**config.mk**
```make
export PLATFORM = sky130hd
export DESIGN_NAME = rgb555_pixel_blend_flat
export DESIGN_NICKNAME = d
export VERILOG_FILES = /design/src/hdl/rpb_pkg.sv /design/src/hdl/rpb_in_if.sv /design/src/hdl/rpb_out_if.sv /design/src/hdl/rpb_mul_stage.sv /design/src/hdl/rpb_div_stage.sv /design/src/hdl/rpb_pack.sv /design/src/hdl/rgb555_pixel_blend.sv /design/src/flat_wrapper.sv
export SDC_FILE = /design/constraint.sdc
export NUM_CORES = 2
export LEC_CHECK = 0
export ABC_AREA = 1
export BUFFER_PORTS_ARGS = -buffer_cell sky130_fd_sc_hd__buf_4
export CAP_MARGIN = 5
export CELL_PAD_IN_SITES_DETAIL_PLACEMENT = 0
export CELL_PAD_IN_SITES_GLOBAL_PLACEMENT = 1
export CORE_UTILIZATION = 31
export DETAILED_ROUTE_END_ITERATION = 8
export PLACE_DENSITY = 0.54
export SETUP_SLACK_MARGIN = 0.5
export SLEW_MARGIN = 10
export SYNTH_ARGS = -nofsm -noshare
export SYNTH_HDL_FRONTEND = slang
export SYNTH_SLANG_ARGS = --single-unit
export TNS_END_PERCENT = 20
```
**constraint.sdc**
```tcl
create_clock -name clk -period 9.25 [get_ports clk]
set_input_delay 0.4625 -clock clk [delete_from_list [all_inputs] [get_ports clk]]
set_output_delay 0.4625 -clock clk [all_outputs]
set_load 0.02 [all_outputs]
```
**src/hdl/rpb_pkg.sv**
```systemverilog
package rpb_pkg;

  // Pixel layout: three 5-bit channels, blue at the bottom, plus a top flag bit.
  localparam int unsigned PIX_W    = 16;
  localparam int unsigned CHAN_W   = 5;
  localparam int unsigned NUM_CHAN = 3;

  // Configuration port geometry.
  localparam int unsigned CFG_IDX_W  = 2;
  localparam int unsigned CFG_DATA_W = 7;

  // Register indexes on the configuration port.
  localparam logic [CFG_IDX_W-1:0] REG_BLEND_MODE = 2'd0;
  localparam logic [CFG_IDX_W-1:0] REG_OPACITY    = 2'd1;

  // Opacity is a percentage; writes above the top value saturate.
  localparam logic [CFG_DATA_W-1:0] OPACITY_MAX = 7'd100;

  // Widths of the intermediate values.
  localparam int unsigned PROD_W   = 12;  // up to 31 * 100
  localparam int unsigned SCR_P_W  = 9;   // (32 - m) * n stays at or below 256
  localparam int unsigned DIV100_W = 23;
  localparam int unsigned DIV110_W = 25;

  // Division by 100 and by 110 as multiply by a scaled reciprocal and shift.
  // Both are exact for every dividend up to 31 * 100.
  localparam logic [10:0] RECIP_100    = 11'd1311;
  localparam int unsigned DIV100_SHIFT = 17;
  localparam logic [12:0] RECIP_110    = 13'd4767;
  localparam int unsigned DIV110_SHIFT = 19;

  // Grayscale channel weights.
  localparam logic [PROD_W-1:0] GRAY_WR = 12'd30;
  localparam logic [PROD_W-1:0] GRAY_WG = 12'd59;
  localparam logic [PROD_W-1:0] GRAY_WB = 12'd11;

  localparam logic [CHAN_W-1:0] CHAN_MAX = 5'd31;

  typedef enum logic [1:0] {
    MODE_COPY   = 2'd0,
    MODE_SCREEN = 2'd1,
    MODE_GRAY   = 2'd2,
    MODE_ALPHA  = 2'd3
  } blend_mode_t;

  // First stage, per channel: raw products, the screen zero flag and the larger channel.
  typedef struct packed {
    logic [PROD_W-1:0]  alpha_src;
    logic [PROD_W-1:0]  alpha_dst;
    logic               scr_zero;
    logic [CHAN_W-1:0]  scr_max;
    logic [SCR_P_W-1:0] scr_prod;
  } mul_chan_t;

  typedef struct packed {
    blend_mode_t            mode;
    logic [PIX_W-1:0]       src;
    mul_chan_t [NUM_CHAN-1:0] ch;
    logic [PROD_W-1:0]      gray_sum;
  } mul_stage_t;

  // Second stage, per channel: quotients and the finished screen value.
  typedef struct packed {
    logic [CHAN_W-1:0] alpha_src;
    logic [CHAN_W-1:0] alpha_dst;
    logic [CHAN_W-1:0] screen;
  } div_chan_t;

  typedef struct packed {
    blend_mode_t            mode;
    logic [PIX_W-1:0]       src;
    div_chan_t [NUM_CHAN-1:0] ch;
    logic [CHAN_W-1:0]      gray;
  } div_stage_t;

endpackage

```
**src/hdl/rpb_in_if.sv**
```systemverilog
interface rpb_in_if;
  logic        valid;
  logic        ready;
  logic [15:0] src_pixel;
  logic [15:0] dst_pixel;

  modport source (output valid, output src_pixel, output dst_pixel, input ready);
  modport sink   (input valid, input src_pixel, input dst_pixel, output ready);
endinterface

```
**src/hdl/rpb_out_if.sv**
```systemverilog
interface rpb_out_if;
  logic        valid;
  logic        ready;
  logic [15:0] out_pixel;

  modport source (output valid, output out_pixel, input ready);
  modport sink   (input valid, input out_pixel, output ready);
endinterface

```
**src/hdl/rpb_mul_stage.sv**
```systemverilog
module rpb_mul_stage (
  input  rpb_pkg::blend_mode_t            mode,
  input  logic [rpb_pkg::CFG_DATA_W-1:0]  opacity,
  input  logic [rpb_pkg::PIX_W-1:0]       src,
  input  logic [rpb_pkg::PIX_W-1:0]       dst,
  output rpb_pkg::mul_stage_t             stage
);

  logic [rpb_pkg::CFG_DATA_W-1:0] inv_opacity;
  logic [rpb_pkg::CHAN_W-1:0]     s_ch [rpb_pkg::NUM_CHAN];
  logic [rpb_pkg::CHAN_W-1:0]     d_ch [rpb_pkg::NUM_CHAN];
  logic [rpb_pkg::CHAN_W-1:0]     hi   [rpb_pkg::NUM_CHAN];
  logic [rpb_pkg::CHAN_W-1:0]     lo   [rpb_pkg::NUM_CHAN];
  logic [rpb_pkg::CHAN_W:0]       gap  [rpb_pkg::NUM_CHAN];

  // Destination weight is the complement of the opacity percentage.
  assign inv_opacity = rpb_pkg::OPACITY_MAX - opacity;

  // Per-channel products for screen and alpha; each channel is independent.
  always_comb begin
    stage.mode = mode;
    stage.src  = src;
    for (int c = 0; c < rpb_pkg::NUM_CHAN; c++) begin
      s_ch[c] = src[c*rpb_pkg::CHAN_W +: rpb_pkg::CHAN_W];
      d_ch[c] = dst[c*rpb_pkg::CHAN_W +: rpb_pkg::CHAN_W];
      hi[c]   = (s_ch[c] > d_ch[c]) ? s_ch[c] : d_ch[c];
      lo[c]   = (s_ch[c] > d_ch[c]) ? d_ch[c] : s_ch[c];
      gap[c]  = 6'd32 - {1'b0, hi[c]};
      stage.ch[c].scr_zero  = (s_ch[c] == '0) || (d_ch[c] == '0);
      stage.ch[c].scr_max   = hi[c];
      stage.ch[c].scr_prod  = rpb_pkg::SCR_P_W'({5'd0, gap[c]} * {6'd0, lo[c]});
      stage.ch[c].alpha_src = {7'd0, s_ch[c]} * {5'd0, opacity};
      stage.ch[c].alpha_dst = {7'd0, d_ch[c]} * {5'd0, inv_opacity};
    end
    // Weighted luminance sum of the source.
    stage.gray_sum = rpb_pkg::GRAY_WR * {7'd0, src[14:10]}
                   + rpb_pkg::GRAY_WG * {7'd0, src[9:5]}
                   + rpb_pkg::GRAY_WB * {7'd0, src[4:0]};
  end

endmodule

```
**src/hdl/rpb_div_stage.sv**
```systemverilog
module rpb_div_stage (
  input  rpb_pkg::mul_stage_t prev,
  output rpb_pkg::div_stage_t stage
);

  logic [rpb_pkg::DIV100_W-1:0] q_src [rpb_pkg::NUM_CHAN];
  logic [rpb_pkg::DIV100_W-1:0] q_dst [rpb_pkg::NUM_CHAN];
  logic [rpb_pkg::CHAN_W:0]     scr_sum [rpb_pkg::NUM_CHAN];
  logic [rpb_pkg::DIV110_W-1:0] q_gray;

  // Alpha quotients by reciprocal multiply, screen add and saturate.
  always_comb begin
    stage.mode = prev.mode;
    stage.src  = prev.src;
    for (int c = 0; c < rpb_pkg::NUM_CHAN; c++) begin
      q_src[c] = {11'd0, prev.ch[c].alpha_src} * {12'd0, rpb_pkg::RECIP_100};
      q_dst[c] = {11'd0, prev.ch[c].alpha_dst} * {12'd0, rpb_pkg::RECIP_100};
      stage.ch[c].alpha_src = q_src[c][rpb_pkg::DIV100_SHIFT +: rpb_pkg::CHAN_W];
      stage.ch[c].alpha_dst = q_dst[c][rpb_pkg::DIV100_SHIFT +: rpb_pkg::CHAN_W];
      scr_sum[c] = {1'b0, prev.ch[c].scr_max} + {2'b0, prev.ch[c].scr_prod[8:5]};
      if (prev.ch[c].scr_zero) begin
        stage.ch[c].screen = '0;
      end else if (scr_sum[c] > {1'b0, rpb_pkg::CHAN_MAX}) begin
        stage.ch[c].screen = rpb_pkg::CHAN_MAX;
      end else begin
        stage.ch[c].screen = scr_sum[c][rpb_pkg::CHAN_W-1:0];
      end
    end
    // Gray level: divide the weighted sum by 110.
    q_gray     = {13'd0, prev.gray_sum} * {12'd0, rpb_pkg::RECIP_110};
    stage.gray = q_gray[rpb_pkg::DIV110_SHIFT +: rpb_pkg::CHAN_W];
  end

endmodule

```
**src/hdl/rpb_pack.sv**
```systemverilog
module rpb_pack (
  input  rpb_pkg::div_stage_t       prev,
  output logic [rpb_pkg::PIX_W-1:0] pixel
);

  logic [rpb_pkg::CHAN_W:0] alpha_sum [rpb_pkg::NUM_CHAN];
  logic [rpb_pkg::CHAN_W-1:0] alpha_ch [rpb_pkg::NUM_CHAN];

  // The two alpha quotients never sum above the channel maximum.
  always_comb begin
    for (int c = 0; c < rpb_pkg::NUM_CHAN; c++) begin
      alpha_sum[c] = {1'b0, prev.ch[c].alpha_src} + {1'b0, prev.ch[c].alpha_dst};
      alpha_ch[c]  = alpha_sum[c][rpb_pkg::CHAN_W-1:0];
    end
  end

  // Select the result by mode; every blended mode sets the top bit.
  always_comb begin
    unique case (prev.mode)
      rpb_pkg::MODE_COPY: begin
        pixel = prev.src;
      end
      rpb_pkg::MODE_SCREEN: begin
        pixel = {1'b1, prev.ch[2].screen, prev.ch[1].screen, prev.ch[0].screen};
      end
      rpb_pkg::MODE_GRAY: begin
        pixel = {1'b1, prev.gray, prev.gray, prev.gray};
      end
      rpb_pkg::MODE_ALPHA: begin
        pixel = {1'b1, alpha_ch[2], alpha_ch[1], alpha_ch[0]};
      end
      default: begin
        pixel = prev.src;
      end
    endcase
  end

endmodule

```
**src/hdl/rgb555_pixel_blend.sv**
```systemverilog
// An accepted request passes the product, divide and pack registers on its way to the blended output.
// Throughput: one pixel pair per cycle; the three register stages (products,
// reciprocal divide, select and pack) all advance together on a free output.
// Reset (synchronous, active high) empties the pipeline and sets the blend
// mode to copy and the opacity to 100.
module rgb555_pixel_blend (
  input  logic                            clk,
  input  logic                            rst,
  input  logic                            cfg_we,
  input  logic [rpb_pkg::CFG_IDX_W-1:0]   cfg_index,
  input  logic [rpb_pkg::CFG_DATA_W-1:0]  cfg_data,
  rpb_in_if.sink                          pixels,
  rpb_out_if.source                       blended
);

  rpb_pkg::blend_mode_t           mode;
  logic [rpb_pkg::CFG_DATA_W-1:0] opacity;

  rpb_pkg::mul_stage_t mul_next;
  rpb_pkg::mul_stage_t mul_q;
  rpb_pkg::div_stage_t div_next;
  rpb_pkg::div_stage_t div_q;
  logic [rpb_pkg::PIX_W-1:0] pixel_next;
  logic [rpb_pkg::PIX_W-1:0] pixel_q;
  logic                      mul_valid;
  logic                      div_valid;
  logic                      out_valid;
  logic                      advance;

  // The whole pipeline moves whenever the output stage is empty or being taken.
  assign advance      = !out_valid || blended.ready;
  assign pixels.ready = advance;

  assign blended.valid     = out_valid;
  assign blended.out_pixel = pixel_q;

  // Configuration registers; opacity saturates at 100.
  always_ff @(posedge clk) begin
    if (rst) begin
      mode    <= rpb_pkg::MODE_COPY;
      opacity <= rpb_pkg::OPACITY_MAX;
    end else if (cfg_we) begin
      if (cfg_index == rpb_pkg::REG_BLEND_MODE) begin
        mode <= rpb_pkg::blend_mode_t'(cfg_data[1:0]);
      end else if (cfg_index == rpb_pkg::REG_OPACITY) begin
        opacity <= (cfg_data > rpb_pkg::OPACITY_MAX) ? rpb_pkg::OPACITY_MAX : cfg_data;
      end
    end
  end

  rpb_mul_stage u_mul (
    .mode    (mode),
    .opacity (opacity),
    .src     (pixels.src_pixel),
    .dst     (pixels.dst_pixel),
    .stage   (mul_next)
  );

  rpb_div_stage u_div (
    .prev  (mul_q),
    .stage (div_next)
  );

  rpb_pack u_pack (
    .prev  (div_q),
    .pixel (pixel_next)
  );

  // Valid bits of the three stages.
  always_ff @(posedge clk) begin
    if (rst) begin
      mul_valid <= 1'b0;
      div_valid <= 1'b0;
      out_valid <= 1'b0;
    end else if (advance) begin
      mul_valid <= pixels.valid;
      div_valid <= mul_valid;
      out_valid <= div_valid;
    end
  end

  // Stage data registers.
  always_ff @(posedge clk) begin
    if (advance) begin
      mul_q   <= mul_next;
      div_q   <= div_next;
      pixel_q <= pixel_next;
    end
  end

endmodule

```
**src/flat_wrapper.sv**
```systemverilog
// flat-port wrapper written by rule: the top's interface ports become plain ports
module rgb555_pixel_blend_flat 
  (clk, rst, cfg_we, cfg_index, cfg_data, pixels_valid, pixels_src_pixel, pixels_dst_pixel, pixels_ready, blended_valid, blended_out_pixel, blended_ready);
  rpb_in_if pixels_i ();
  rpb_out_if blended_i ();
  input  logic clk;
  input  logic rst;
  input  logic cfg_we;
  input  logic [rpb_pkg::CFG_IDX_W-1:0] cfg_index;
  input  logic [rpb_pkg::CFG_DATA_W-1:0] cfg_data;
  input wire logic [$bits(pixels_i.valid)-1:0] pixels_valid;
  input wire logic [$bits(pixels_i.src_pixel)-1:0] pixels_src_pixel;
  input wire logic [$bits(pixels_i.dst_pixel)-1:0] pixels_dst_pixel;
  output wire logic [$bits(pixels_i.ready)-1:0] pixels_ready;
  output wire logic [$bits(blended_i.valid)-1:0] blended_valid;
  output wire logic [$bits(blended_i.out_pixel)-1:0] blended_out_pixel;
  input wire logic [$bits(blended_i.ready)-1:0] blended_ready;
  assign pixels_i.valid = pixels_valid;
  assign pixels_i.src_pixel = pixels_src_pixel;
  assign pixels_i.dst_pixel = pixels_dst_pixel;
  assign pixels_ready = pixels_i.ready;
  assign blended_valid = blended_i.valid;
  assign blended_out_pixel = blended_i.out_pixel;
  assign blended_i.ready = blended_ready;
  rgb555_pixel_blend u_core (.clk(clk), .rst(rst), .cfg_we(cfg_we), .cfg_index(cfg_index), .cfg_data(cfg_data), .pixels(pixels_i), .blended(blended_i));
endmodule
```
==> summary.txt <==
Run status
  • Outcome: finished clean

Final layout
  • Fin area: 0.04070 mm²
  • Share of layout cells above drive strength 1: 0.04199
  • Area growth syn-to-layout: 8.943%
  • Final #Nets: 5395

Floorplanning
  • Die height: 349.1 µm
  • DIE AREA: 0.1219 mm²
  • Cell Rows: 126
  • Core area: 0.1187 mm²
  • Die width: 349.1 µm
  • I/O pin cnt: 64
  • Initial Utilization: 0.3147

Logic synthesis
  • Yosys top cell by area: ha_1
  • Yosys reg bits: 228
  • Most common cell in the netlist: inv_1
  • Largest cells by area after synthesis: ha_1, fa_1, edfxtp_1, inv_1, nand2_1
  • Syn Area/Cell: 9.309 µm²
  • Ys flop type: edfxtp_1
  • Synth cell types: 55
  • Net count after synthesis: 5334
  • Post-synth ARST share: 0
  • Post-synth top cells: inv_1, ha_1, nand2_1, fa_1, edfxtp_1
  • Synth warnings: 0
  • Post-synth top area share: 0.2763
  • EDFF count, synth: 216
  • Seq/Total Area, Yosys: 0.1801
  • Post-Syn Instances: 4013
  • Post-Synthesis Cell Area: 0.03736 mm²

Placed design
  • Placed Area: 0.03971 mm²
  • Hpwl dp: 73890 µm
  • IO buf count: 62
  • Final weighted congestion in routability-driven placement: 0.7771

Critical path
  • Req. time, crit path: 9.59 ns
  • Critical Path Fanout Max: 31
  • Cell repeated most along the worst path: nand2_1
  • Slowest-stage cell, CP: fa_1
  • Worst Setup End Kind: flip-flop
  • CP peak stage delay: 0.56 ns
  • Crit-path cells: buf_4 > inv_1 > ha_1 > or2_2 > nand2_1 > or2_2 > nand2_1 > inv_1 > nand2_1 > fa_1 > inv_1 > fa_1 > fa_1 > ha_1 > a21oi_1 > o21ai_0 > a21oi_1 > nor2_1 > o21ai_0 > nand2_1 > xor2_1
  • Arrival @ worst endpoint: 6.12 ns
  • Worst setup SP type: flip-flop
  • CP Class: flip-flop to flip-flop

Timing
  • Clock Skews: 0.03848 ns
  • Post-layout minimum cycle time: 5.770 ns
  • Worst-Margin Slew: 1.003 ns
  • Total negative slack: 0 ns
  • Max-slew headroom: 0.3314
  • Endpoints failing hold: 0
  • # setup viols final: 0
  • Tcrit/Tclk final: 0.6238
  • Unrepaired setup endpoints after global routing: no
  • Final Max Tran Viols: 0
  • Fmax: 0.1733 GHz

Hold path
  • Worst Hold Class: input pin to flip-flop

Clock tree
  • CTS HTree Levels: 1
  • TritonCTS Buffers: 30
  • Root Buffer: clkbuf_16
  • PostCTS Resize Cnt: 0
  • Hold buffers post-CTS: 0
  • CTS tree: yes
  • Max clock buf depth: 3
  • Sink Count: 228
  • Clk_lat worst skew: 0.62 ns
  • Clock-pin slew on the worst setup and hold paths: 0.06 ns
  • Post-CTS setup buffer count: 0

Global route
  • Number of antenna violations at the first check in global routing: 6
  • Global Route Usage Sum: 0.1497
  • Grt total ovfl: 0
  • First-pass GRT wire length: 144500 µm
  • Largest net degree at the start of global routing: 80
  • Vias in the first global route: 27040

Drt
  • WL per Instance: 15.32 µm
  • Via count: 25430
  • # DRC: 0
  • Vias per Instance: 4.462
  • Pre-Repair DR Iteration Count: 5
  • Routed Antenna Nets: 0
  • Detailed Route WL: 87330 µm
  • Initial DRC count: 1075

Run
  • MaxCap Viol Count: 0
==> placed cells by master (no fill, tap or decap), types with 14 or more instances in the layout <==
master     instances
a21oi_1          208
buf_4             71
clkbuf_16         30
edfxtp_1         216
fa_1             450
ha_1             825
inv_1            977
nand2_1          565
nand2_2           16
nand3_1           92
nand4_1           44
nor2_1           203
o21ai_0           84
or2_2             14
xnor2_1           44
xor2_1            92
==> critical path: cells and delay by family, from the launching register on <==
family	cells	cell delay [ns]
buf+inv	4	1.28
flops	1	0.31
xor+xnor	1	0.14
compound gates	4	0.64
simple gates	7	1.00
fa+ha+maj	5	2.11
==> stage by stage <==
step | instances | util | hold WS (ns) | setup slack (ns)
after floorplan | 4013 | - | 0.4003 | 3.846
after global placement | 5642 | 0.3345 | 0.4007 | 3.507
after detailed placement | 5642 | 0.3345 | 0.4045 | 3.473
after CTS | 5696 | 0.3428 | 0.001384 | 3.446
after global routing | 5697 | 0.3428 | 0.01748 | 3.061
final | 5699 | 0.3428 | 0.04304 | 3.480
==> cell type report <==
class,count,area (µm²)
multi-input combinational,2759,26750
sequential,228,6728
antenna,3,7.507
clock buffer,33,762.0
tap,1600,2002
timing repair buffer,71,533.0
clock inverter,21,215.2
inverter,984,3701
fill,12440,78010
==> logic make-up (layout without fill, tap and decap cells) <==
| logic type | Yosys count | after routing | synth area share |
|---|---|---|---|
| compound gates | 379 | 379 | 0.05741 |
| xor+xnor | 136 | 136 | 0.03189 |
| simple gates | 969 | 969 | 0.1093 |
| buf+inv | 1026 | 1109 | 0.1039 |
| other cells | 0 | 3 | 0 |
| fa+ha+maj | 1275 | 1275 | 0.5175 |
| flops | 228 | 228 | 0.1801 |
==> flip-flops by register name, summed over array words and instances (netlist names) <==
register                  flops
u_core.div_valid              1
u_core.div_q                 68
u_core.blended.out_pixel     16
u_core.opacity                7
u_core.blended.valid          1
u_core.mul_q                132
u_core.mode                   2
u_core.mul_valid              1
==> per-layer routing <==
metal	GRT usage	part of all wire	routed length (µm)
met1	0.2142	0.51	44270
met2	0.2489	0.45	39700
met3	0.01347	0.027	2329
met4	0.02112	0.012	1040
met5	0	0	0
==> path summary, 6_finish.rpt <==
path	depth (start not counted)	startpoint	end	slack, ns
worst max-delay path	21	u_core.opacity[0]	u_core.mul_q[114]	3.48
worst min-delay path	2	rst	u_core.opacity[0]	0.04
worst max register to register	21	u_core.opacity[0]	u_core.mul_q[114]	3.48
worst min register to register	0	u_core.mul_q[139]	u_core.div_q[60]	0.42
Power is not shown: default switching activity piles up to over one toggle a cycle in this logic, so the estimate is an artifact.
